### config.mk
export PLATFORM = sky130hd
export DESIGN_NAME = float_half_converter_flat
export DESIGN_NICKNAME = d
export VERILOG_FILES = /design/src/rtl/fhc_pkg.sv /design/src/rtl/fhc_if.sv /design/src/rtl/float_half_converter.sv /design/src/rtl/fhc_s2h.sv /design/src/rtl/fhc_h2s.sv /design/src/flat_wrapper.sv
export SDC_FILE = /design/constraint.sdc
export NUM_CORES = 1
export LEC_CHECK = 0
export CAP_MARGIN = 20
export CORE_UTILIZATION = 49
export CTS_CLUSTER_DIAMETER = 150
export CTS_CLUSTER_SIZE = 10
export DETAILED_ROUTE_END_ITERATION = 10
export DONT_BUFFER_PORTS = 1
export HOLD_SLACK_MARGIN = 0.02
export SYNTH_ARGS = -nofsm -noshare
export SYNTH_HDL_FRONTEND = slang
export SYNTH_SLANG_ARGS = --single-unit
### constraint.sdc
create_clock -name clk_i -period 5.8 [get_ports clk_i]
set_input_delay 1.45 -clock clk_i [delete_from_list [all_inputs] [get_ports clk_i]]
set_output_delay 1.45 -clock clk_i [all_outputs]
set_load 0.02 [all_outputs]
### src/rtl/fhc_pkg.sv
`timescale 1ns / 1ps
`default_nettype none

package fhc_pkg;

  // Conversion direction carried with every beat.
  typedef enum logic {
    KIND_S2H = 1'b0,
    KIND_H2S = 1'b1
  } kind_e;

  // Exponent bias difference between single (127) and half (15).
  localparam logic [7:0] EXP_BIAS_ADJ   = 8'd112;
  // Smallest single exponent that still yields a nonzero half subnormal.
  localparam logic [7:0] SUB_EXP_MIN    = 8'd102;
  // Smallest single exponent that overflows the half range.
  localparam logic [7:0] INF_EXP_MIN    = 8'd143;
  // Right shift of the full single mantissa is this minus the exponent.
  localparam logic [7:0] SUB_SHIFT_BASE = 8'd126;
  // Single exponent of a half subnormal before the normalizing shift.
  localparam logic [7:0] SUB_EXP_BASE   = 8'd113;
  // All-ones exponents.
  localparam logic [4:0] HALF_EXP_MAX   = 5'h1F;
  localparam logic [7:0] SINGLE_EXP_MAX = 8'hFF;

  // One input beat as held in the input register.
  typedef struct packed {
    kind_e       kind;
    logic [31:0] value;
  } in_item_t;

endpackage

`default_nettype wire

### src/rtl/fhc_if.sv
`timescale 1ns / 1ps
`default_nettype none

// Operand channel.
interface fhc_in_if;
  logic              valid;
  logic              ready;
  fhc_pkg::kind_e    kind;
  logic [31:0]       value;

  modport source (output valid, output kind, output value, input ready);
  modport sink   (input valid, input kind, input value, output ready);
endinterface

// Result channel.
interface fhc_out_if;
  logic        valid;
  logic        ready;
  logic [31:0] result;

  modport source (output valid, output result, input ready);
  modport sink   (input valid, input result, output ready);
endinterface

`default_nettype wire

### src/rtl/float_half_converter.sv
// Converts between single and half precision floating point, one beat per
// cycle in each direction chosen by the kind field of the beat. A beat passes
// an input register, one level of conversion logic and a result register;
// with the result side always ready the block sustains one beat every cycle.
// The input ready follows the result ready in the same cycle, so a stall on
// the result side holds two beats inside the block. Single to half truncates
// normal results, rounds subnormals half up, flushes values below 2^-25 to
// signed zero and turns overflow, infinity and NaN into signed infinity; a
// half result sits in the low 16 bits with the upper bits zero. Half to
// single is exact and ignores the upper 16 bits of the operand.
`timescale 1ns / 1ps
`default_nettype none

module float_half_converter (
  input  logic             clk_i,
  input  logic             rst_ni,
  fhc_in_if.sink           in_i,
  fhc_out_if.source        out_o
);
  import fhc_pkg::*;

  in_item_t    in_q;
  logic        in_valid_q;
  logic        in_valid_d;
  logic [31:0] result_q;
  logic [31:0] result_d;
  logic        out_valid_q;
  logic        out_valid_d;
  logic        in_accept;
  logic        out_load;
  logic [15:0] half_res;
  logic [31:0] single_res;

  // Handshake: the result register loads when the input register holds a beat and it is empty or being drained.
  assign out_load    = in_valid_q && (!out_valid_q || out_o.ready);
  assign in_i.ready  = !in_valid_q || out_load;
  assign in_accept   = in_i.valid && in_i.ready;
  assign in_valid_d  = in_accept || (in_valid_q && !out_load);
  assign out_valid_d = out_load || (out_valid_q && !out_o.ready);

  // Both directions are computed from the input register.
  fhc_s2h u_s2h (
    .single_i (in_q.value),
    .half_o   (half_res)
  );

  fhc_h2s u_h2s (
    .half_i   (in_q.value[15:0]),
    .single_o (single_res)
  );

  assign result_d = (in_q.kind == KIND_S2H) ? {16'b0, half_res} : single_res;

  // Valid flags.
  always_ff @(posedge clk_i or negedge rst_ni) begin
    if (!rst_ni) begin
      in_valid_q  <= 1'b0;
      out_valid_q <= 1'b0;
    end else begin
      in_valid_q  <= in_valid_d;
      out_valid_q <= out_valid_d;
    end
  end

  // Payload registers.
  always_ff @(posedge clk_i) begin
    if (in_accept) begin
      in_q.kind  <= in_i.kind;
      in_q.value <= in_i.value;
    end
    if (out_load) begin
      result_q <= result_d;
    end
  end

  assign out_o.valid  = out_valid_q;
  assign out_o.result = result_q;

endmodule

`default_nettype wire

### src/rtl/fhc_s2h.sv
`timescale 1ns / 1ps
`default_nettype none

// Single to half: rebias, truncate normals, round subnormals half up.
module fhc_s2h (
  input  logic [31:0] single_i,
  output logic [15:0] half_o
);
  import fhc_pkg::*;

  logic        sign;
  logic [7:0]  exp_s;
  logic [23:0] mant_full;
  logic [7:0]  shift_full;
  logic [4:0]  shift;
  logic [23:0] shifted;
  logic [14:0] sub_mag;
  logic [7:0]  exp_reb;
  logic [14:0] mag;

  assign sign      = single_i[31];
  assign exp_s     = single_i[30:23];
  assign mant_full = {1'b1, single_i[22:0]};

  // Subnormal path: shift by one less than needed so bit 0 is the round bit.
  assign shift_full = SUB_SHIFT_BASE - exp_s;
  assign shift      = shift_full[4:0];
  assign shifted    = mant_full >> (shift - 5'd1);
  assign sub_mag    = {5'b0, shifted[10:1]} + {14'b0, shifted[0]};

  assign exp_reb = exp_s - EXP_BIAS_ADJ;

  // Pick the range: zero, subnormal, overflow to infinity, or normal.
  always_comb begin
    if (exp_s < SUB_EXP_MIN) begin
      mag = '0;
    end else if (exp_s <= EXP_BIAS_ADJ) begin
      mag = sub_mag;
    end else if (exp_s >= INF_EXP_MIN) begin
      mag = {HALF_EXP_MAX, 10'b0};
    end else begin
      mag = {exp_reb[4:0], single_i[22:13]};
    end
  end

  assign half_o = {sign, mag};

endmodule

`default_nettype wire

### src/rtl/fhc_h2s.sv
`timescale 1ns / 1ps
`default_nettype none

// Half to single: exact widening, subnormals normalized by a leading-zero count.
module fhc_h2s (
  input  logic [15:0] half_i,
  output logic [31:0] single_o
);
  import fhc_pkg::*;

  // Leading zeros of a ten-bit mantissa, counted from bit 9.
  function automatic logic [3:0] lead_zeros(logic [9:0] v);
    logic [3:0] n;
    logic       found;
    n     = '0;
    found = 1'b0;
    for (int i = 9; i >= 0; i--) begin
      if (!found) begin
        if (v[i]) begin
          found = 1'b1;
        end else begin
          n = n + 4'd1;
        end
      end
    end
    return n;
  endfunction

  logic       sign;
  logic [4:0] exp_h;
  logic [9:0] mant;
  logic [3:0] norm_shift;
  logic [9:0] norm_mant;
  logic [7:0] sub_exp;

  assign sign  = half_i[15];
  assign exp_h = half_i[14:10];
  assign mant  = half_i[9:0];

  // The shift moves the leading one out past bit 9, where it is dropped.
  assign norm_shift = lead_zeros(mant) + 4'd1;
  assign norm_mant  = mant << norm_shift;
  assign sub_exp    = SUB_EXP_BASE - {4'b0, norm_shift};

  always_comb begin
    if (exp_h == '0) begin
      if (mant == '0) begin
        single_o = {sign, 31'b0};
      end else begin
        single_o = {sign, sub_exp, norm_mant, 13'b0};
      end
    end else if (exp_h == HALF_EXP_MAX) begin
      single_o = {sign, SINGLE_EXP_MAX, mant, 13'b0};
    end else begin
      single_o = {sign, {3'b0, exp_h} + EXP_BIAS_ADJ, mant, 13'b0};
    end
  end

endmodule

`default_nettype wire

### src/flat_wrapper.sv
// flat-port wrapper written by rule: the top's interface ports become plain ports
module float_half_converter_flat import fhc_pkg::*;
  (clk_i, rst_ni, in_i_valid, in_i_kind, in_i_value, in_i_ready, out_o_valid, out_o_result, out_o_ready);
  fhc_in_if in_i_i ();
  fhc_out_if out_o_i ();
  input  logic clk_i;
  input  logic rst_ni;
  input wire logic [$bits(in_i_i.valid)-1:0] in_i_valid;
  input wire logic [$bits(in_i_i.kind)-1:0] in_i_kind;
  input wire logic [$bits(in_i_i.value)-1:0] in_i_value;
  output wire logic [$bits(in_i_i.ready)-1:0] in_i_ready;
  output wire logic [$bits(out_o_i.valid)-1:0] out_o_valid;
  output wire logic [$bits(out_o_i.result)-1:0] out_o_result;
  input wire logic [$bits(out_o_i.ready)-1:0] out_o_ready;
  assign in_i_i.valid = in_i_valid;
  assign in_i_i.kind = in_i_kind;
  assign in_i_i.value = in_i_value;
  assign in_i_ready = in_i_i.ready;
  assign out_o_valid = out_o_i.valid;
  assign out_o_result = out_o_i.result;
  assign out_o_i.ready = out_o_ready;
  float_half_converter u_core (.clk_i(clk_i), .rst_ni(rst_ni), .in_i(in_i_i), .out_o(out_o_i));
endmodule
; ---- Word level (Yosys, flattened, before mapping)
; Index checks and enable logic that the tools add are counted.
; Widths: inputs -> output; s select.
[word_totals]
register_bits = 67
latch_bits = 0
mem_bits_rw = 0
romBits = 0
inputBits = 37
wordCells = 85
mem_count = 0
[classes]
n_addsub = 16
mul = 0
div_mod_pow = 0
magnitude_cmp = 3
n_eq_ne = 1
shift = 2
n_mux = 43
n_bitwise = 0
n_reduce_logical = 14
[ops]
columns = cell, n
row1 = $mux 31, 3
row2 = $mux 4, 18
row3 = $mux 15, 3
row4 = $add 4x1->4 const B, 10
row5 = $shr 24x5->11, 1
row6 = $mux 1, 18
row7 = $mux 16, 1
row8 = $add 10x1->11, 1
row9 = $logic_not 10->1, 1
row10 = $shl 10x4->10, 1
row11 = $add 5x7->8 const B, 1
row12 = $ge 8x8->1 const B, 1
row13 = $le 8x7->1 const B, 1
row14 = $lt 8x7->1 const B, 1
row15 = $sub 7x4->8 const A, 1
row16 = $eq 5x5->1 const B, 1
row17 = $logic_not 5->1, 1
row18 = $sub 5x1->5 const B, 1
row19 = $sub 5x5->5 const A, 1
row20 = $sub 5x5->5 const B, 1
row21 = $logic_and 1x1->1, 4
row22 = $logic_not 1->1, 4
row23 = $logic_or 1x1->1, 4

; ---- Depth between registers and ports, before layout
[logic_depth]
word_depth = 33
depth_mapped = 25

; ---- Modules after synthesis
; From an unflattened synthesis, not the netlist that was laid out.
[hier_totals]
hier_cells = 536
hier_area_um2 = 5611.6
[by_module_without_submodules]
columns = mod, n_inst, cells_each, area_each_um2, seq_area_each_um2
row1 = float_half_converter, 1, 108, 2348.5, 2001.9
row2 = fhc_s2h, 1, 215, 1767.9, 0.0
row3 = fhc_h2s, 1, 213, 1495.2, 0.0

; ---- Worst setup path before layout
; Ideal clock, no wire load.
[synth_timing]
path_type = register to register
from = reg u_core.in_q[9] in the netlist's numbering
to = reg u_core.result_q[21] (netlist: u_core.out_o.result[21]) (data pin)
t_arrival_ns = 4.421
path_slack_ns = 1.119
stages_incl_launch_ff = 25
n_path_buf = 1
period_less_slack_ns = 4.681
path_cell_list = edfxtp_1 -> nor4_4 -> nor2_1 -> ha_1 -> nor2b_1 -> o21ai_0 -> nor2_1 -> nor2_1 -> ha_1 -> inv_1 -> o221ai_1 -> a31o_1 -> nor2_1 -> ha_1 -> nor2b_1 -> a211oi_1 -> nor2_1 -> ha_1 -> clkbuf_1 -> inv_2 -> o21ai_0 -> o21ai_0 -> a31oi_1 -> o21ai_1 -> a221o_1
[synth_between]
elab_chain_cells = 32
elab_cells_between_ends = 42
[synth_lines]
columns = item, line_no
row1 = from (decl), float_half_converter.sv:22  ; in_item_t in_q;
row2 = $mux 1, fhc_h2s.sv:19  ; if (v[i]) begin
row3 = $add 4x1->4, fhc_h2s.sv:22  ; n = n + 4'd1;
row4 = $mux 4, fhc_h2s.sv:19
row5 = $mux 4, fhc_h2s.sv:18  ; if (!found) begin
row6 = $add 4x1->4, fhc_h2s.sv:22
row7 = $mux 4, fhc_h2s.sv:19
row8 = $mux 4, fhc_h2s.sv:18
row9 = $add 4x1->4, fhc_h2s.sv:22
row10 = (+16 left out), -
row11 = $mux 4, fhc_h2s.sv:18
row12 = $add 4x1->4, fhc_h2s.sv:22
row13 = $mux 4, fhc_h2s.sv:19
row14 = $mux 4, fhc_h2s.sv:18
row15 = $add 4x1->4, fhc_h2s.sv:41  ; assign norm_shift = lead_zeros(mant) + 4'd1;
row16 = $shl 10x4->10, fhc_h2s.sv:42  ; assign norm_mant = mant << norm_shift;
row17 = $mux 31 *, fhc_h2s.sv:47  ; if (mant == '0) begin
row18 = $mux 31 *, fhc_h2s.sv:46  ; if (exp_h == '0) begin
row19 = to (signal assigned), float_half_converter.sv:72  ; result_q <= result_d;
row20 = to (decl), float_half_converter.sv:25  ; logic [31:0] result_q;
; Mark *: on every way between the ends. The rest lies on a longest branch, timed or not.
; A chain may end at the register's enable or synchronous reset.

; ---- Final worst setup path
[layout_timing]
from = reg u_core.in_q[8] in the netlist's numbering
to = reg u_core.result_q[19] (netlist: u_core.out_o.result[19]) (data pin)
[layout_between]
elab_chain_cells = 30
elab_cells_between_ends = 40
[layout_lines]
columns = item, line_no
row1 = $mux 4, fhc_h2s.sv:19
row2 = $mux 4, fhc_h2s.sv:18
row3 = $add 4x1->4, fhc_h2s.sv:22
row4 = $mux 4, fhc_h2s.sv:19
row5 = $mux 4, fhc_h2s.sv:18
row6 = $add 4x1->4, fhc_h2s.sv:22
row7 = $mux 4, fhc_h2s.sv:19
row8 = $mux 4, fhc_h2s.sv:18
row9 = (+14 left out), -
row10 = $mux 4, fhc_h2s.sv:18
row11 = $add 4x1->4, fhc_h2s.sv:22
row12 = $mux 4, fhc_h2s.sv:19
row13 = $mux 4, fhc_h2s.sv:18
row14 = $add 4x1->4, fhc_h2s.sv:41
row15 = $shl 10x4->10, fhc_h2s.sv:42
row16 = $mux 31 *, fhc_h2s.sv:47
row17 = $mux 31 *, fhc_h2s.sv:46
; Marked as above.

==> results.yml <==
synthesis:
  synth-simple-area-share: 0.164
  synth_flop_cell: "edfxtp_1"
  ys_ff_latch: 66
  synth_nets: 506
  synth_compound_area_frac: 0.129
  yosysSeqAreaShare: 0.407
  synth_edf_count: 64
  synth_area_um2: 4850
  avgSynthCellArea_um2: 10.6
  netlist_instances: 457
  synth.area.top_cells: "edfxtp_1, mux4_2, mux2i_1, nor2_1, ha_1"
  synth_top_area_frac: 0.396
  async_flop_share: 0.0303
  synth-xor-area-share: 0.0403
  ys_types: 70
  yosys_warnings: 0
  yosysTopAreaCell: "edfxtp_1"
  synth_top_family_by_area: "multiplexers"
  yosys.area_share.adder: 0.0310
  yosys-mux-area-fraction: 0.180
power:
  peakVddDrop_mv: 0.194
  leakagePower_nw: 1.92
  pwr-share-clk: 0.262
  comb_power_share: 0.236
  power.switching_mw: 0.402
  intPower_mw: 0.868
  swShare: 0.316
  power_density_nw_per_um2: 248
  p_total_mw: 1.27
  p_seq_frac: 0.502
critical_path:
  startpoint_type: "flip-flop"
  crit_chain: "nor4_4 -> nor2_1 -> ha_1 -> nor2b_1 -> o21ai_0 -> nor2_1 -> nor2_1 -> ha_1 -> inv_1 -> o221ai_1 -> a31o_1 -> nor2_1 -> ha_1 -> nor2b_1 -> a211oi_1 -> nor2_1 -> ha_1 -> inv_2 -> xnor2_1 -> a222oi_1 -> mux2i_1 -> o21ai_0"
  crit_fanout: 12
  cpMaxStageDelayCell: "edfxtp_1"
  required_ns: 5.99
  cpLargestDelayFamily: "compound AO/OA/AOI/OAI gates"
  cp_data_arrival_time_ns: 5.49
  timing.critical_path.mode_cell: "nor2_1"
  crit_path_end_kind: "flip-flop"
  crit_buf_inv: 2
  slowest_delay_ns: 0.59
  crit_type: "flip-flop to flip-flop"
cells_and_area:
  layout.nets: 495
  syn_to_final_growth_pct: 5.60
  nFillCells: 843
  finalInstanceArea_um2: 5120
  utilization: 0.544
  most-common-layout-cells: "edfxtp_1, nor2_1, nand2_1"
  final-seq-area_um2: 1970
  n_antenna_cell: 0
  layout_commonest_cell: "edfxtp_1"
  drive_above_1_share: 0.146
  multi_input_area_um2: 2640
timing:
  rsz0062_at_grt: "no"
  tightest_slew_ns: 0.884
  period_needed_ns: 5.29
  fmax_ghz: 0.189
  clock-skew-final_ns: 0.0115
  setup-violations-final: 0
  max_slew_margin: 0.406
  hold_viol_final: 0
  fin_crit_sh: 0.913
  slew_viol_final: 0
  setup_tns_ns: 0
detailed_routing:
  viasPerCell: 6.20
  vias: 3597
  routedWlPerCell_um: 19.4
  postRouteAntennaNets: 0
  firstDrtPassIters: 7
  drt-initial-drc-count: 251
  post-route-drc-count: 0
  totalWireLength_um: 11200
grt:
  grt_pass1_vias: 3386
  antenna_found_initial: 0
  grt_max_degree: 34
  grt.total_usage: 0.236
  overflow: 0
  grt_pass1_wl_um: 18100
die:
  dieHeight_um: 101
  ios: 71
  rows: 35
  start_util: 0.515
  core_area_um2: 9420
  die_w_um: 101
  die_area_um2: 10300
clock_tree:
  post_cts_resize_count: 0
  htreeDepth: 3
  ctsHoldBuffers: 0
  postCtsSetupRepairBufs: 0
  cts_root_buffer: "clkbuf_8"
  clock_latency_ns: 0.36
  cts_buffers: 9
  clockBufferDepth: 2
  cts_num_sinks: 66
  cts_tree: "done"
  clk_pin_slew_ns: 0.07
place:
  gp_congestion: 0.944
  dp.final_hpwl_um: 8130
  place_area_um2: 4890
  port_buffers: 0
outcome:
  status: "finished, final reports clean"
hold_path:
  hold_path.class: "flip-flop to flip-flop"
flow_run:
  maxCapViolations: 0
==> kinds of logic after synthesis <==
kind of cell    count (synthesis)
simple gates                  155
compound gates                 92
flops                          66
mux                            61
buf+inv                        53
xor+xnor                       18
fa+ha+maj                      12
==> per-layer routing <==
| metal | wire (um) | track usage |
|---|---|---|
| met5 | 0 | 0 |
| met4 | 181 | 0.0836 |
| met3 | 821 | 0.0635 |
| met2 | 4830 | 0.339 |
| met1 | 5400 | 0.343 |
==> synth_stat cells (2+ instances only) <==
cell type  number
a211oi_1        6
a21boi_1        2
a21o_1          3
a21oi_1        13
a221o_1         3
a22o_1          3
a22oi_1         7
a31o_1          2
a31oi_1         7
and2_1          7
and3_1          3
buf_1           3
buf_2          10
buf_4           2
buf_6           2
clkbuf_1       15
dfrtp_1         2
edfxtp_1       64
ha_1           12
inv_1          17
mux2_2          9
mux2i_1        32
mux4_2         20
nand2_1        34
nand2b_1        9
nand3_1        10
nand4_1         3
nor2_1         50
nor2b_1         6
nor3_1         11
nor3b_1         2
o211ai_1        3
o21a_1          6
o21ai_0        12
o21ai_1         6
o22ai_1         7
o31ai_1         2
o32ai_1         2
or3_1           5
xnor2_1        11
xor2_1          5
==> sequential cells by signal (all words and copies together), names as in the netlist <==
name / cells
u_core.in_q: 33
u_core.in_valid_q: 1
u_core.out_o.result: 31
u_core.out_o.valid: 1
==> area by class of cell <==
cell class	count	area share
inverters	20	0.0149
flip-flops and latches	66	0.385
clock buffers	13	0.0291
repair buffers	11	0.0200
multi-input cells	338	0.516
clock inverters	3	0.00342
well taps	129	0.0315
==> power groups by stage <==
stage | Sequential, mW | Clock (mW) | Combinational (mW)
after global routing | 0.643 | 0.360 | 0.329
after floorplan | 0.620 | 0 | 0.251
final | 0.637 | 0.333 | 0.300
after CTS | 0.641 | 0.347 | 0.288
after global placement | 0.650 | 0 | 0.285
after detailed placement | 0.651 | 0 | 0.286
==> final timing paths <==
path	from	to	slack [ns]	cells after the start
max	u_core.in_q[8]	u_core.out_o.result[19]	0.51	22
min	u_core.in_valid_q	u_core.out_o.valid	0.49	1
max reg2reg	u_core.in_q[8]	u_core.out_o.result[19]	0.51	22
min reg2reg	u_core.in_valid_q	u_core.out_o.valid	0.49	1
max in group asynchronous	rst_ni	u_core.in_valid_q	4.95	0
min in group asynchronous	rst_ni	u_core.out_o.valid	0.79	0
==> through the flow <==
stage                     setup WS, ns  cells  hold slack (ns)
after global routing            0.0414    580            0.530
after CTS                        0.477    575            0.494
after detailed placement         0.495    559            0.469
final                            0.506    580            0.489
after global placement           0.725    559            0.464
after floorplan                   1.12    457            0.449
(Power assumes the default switching activity.)
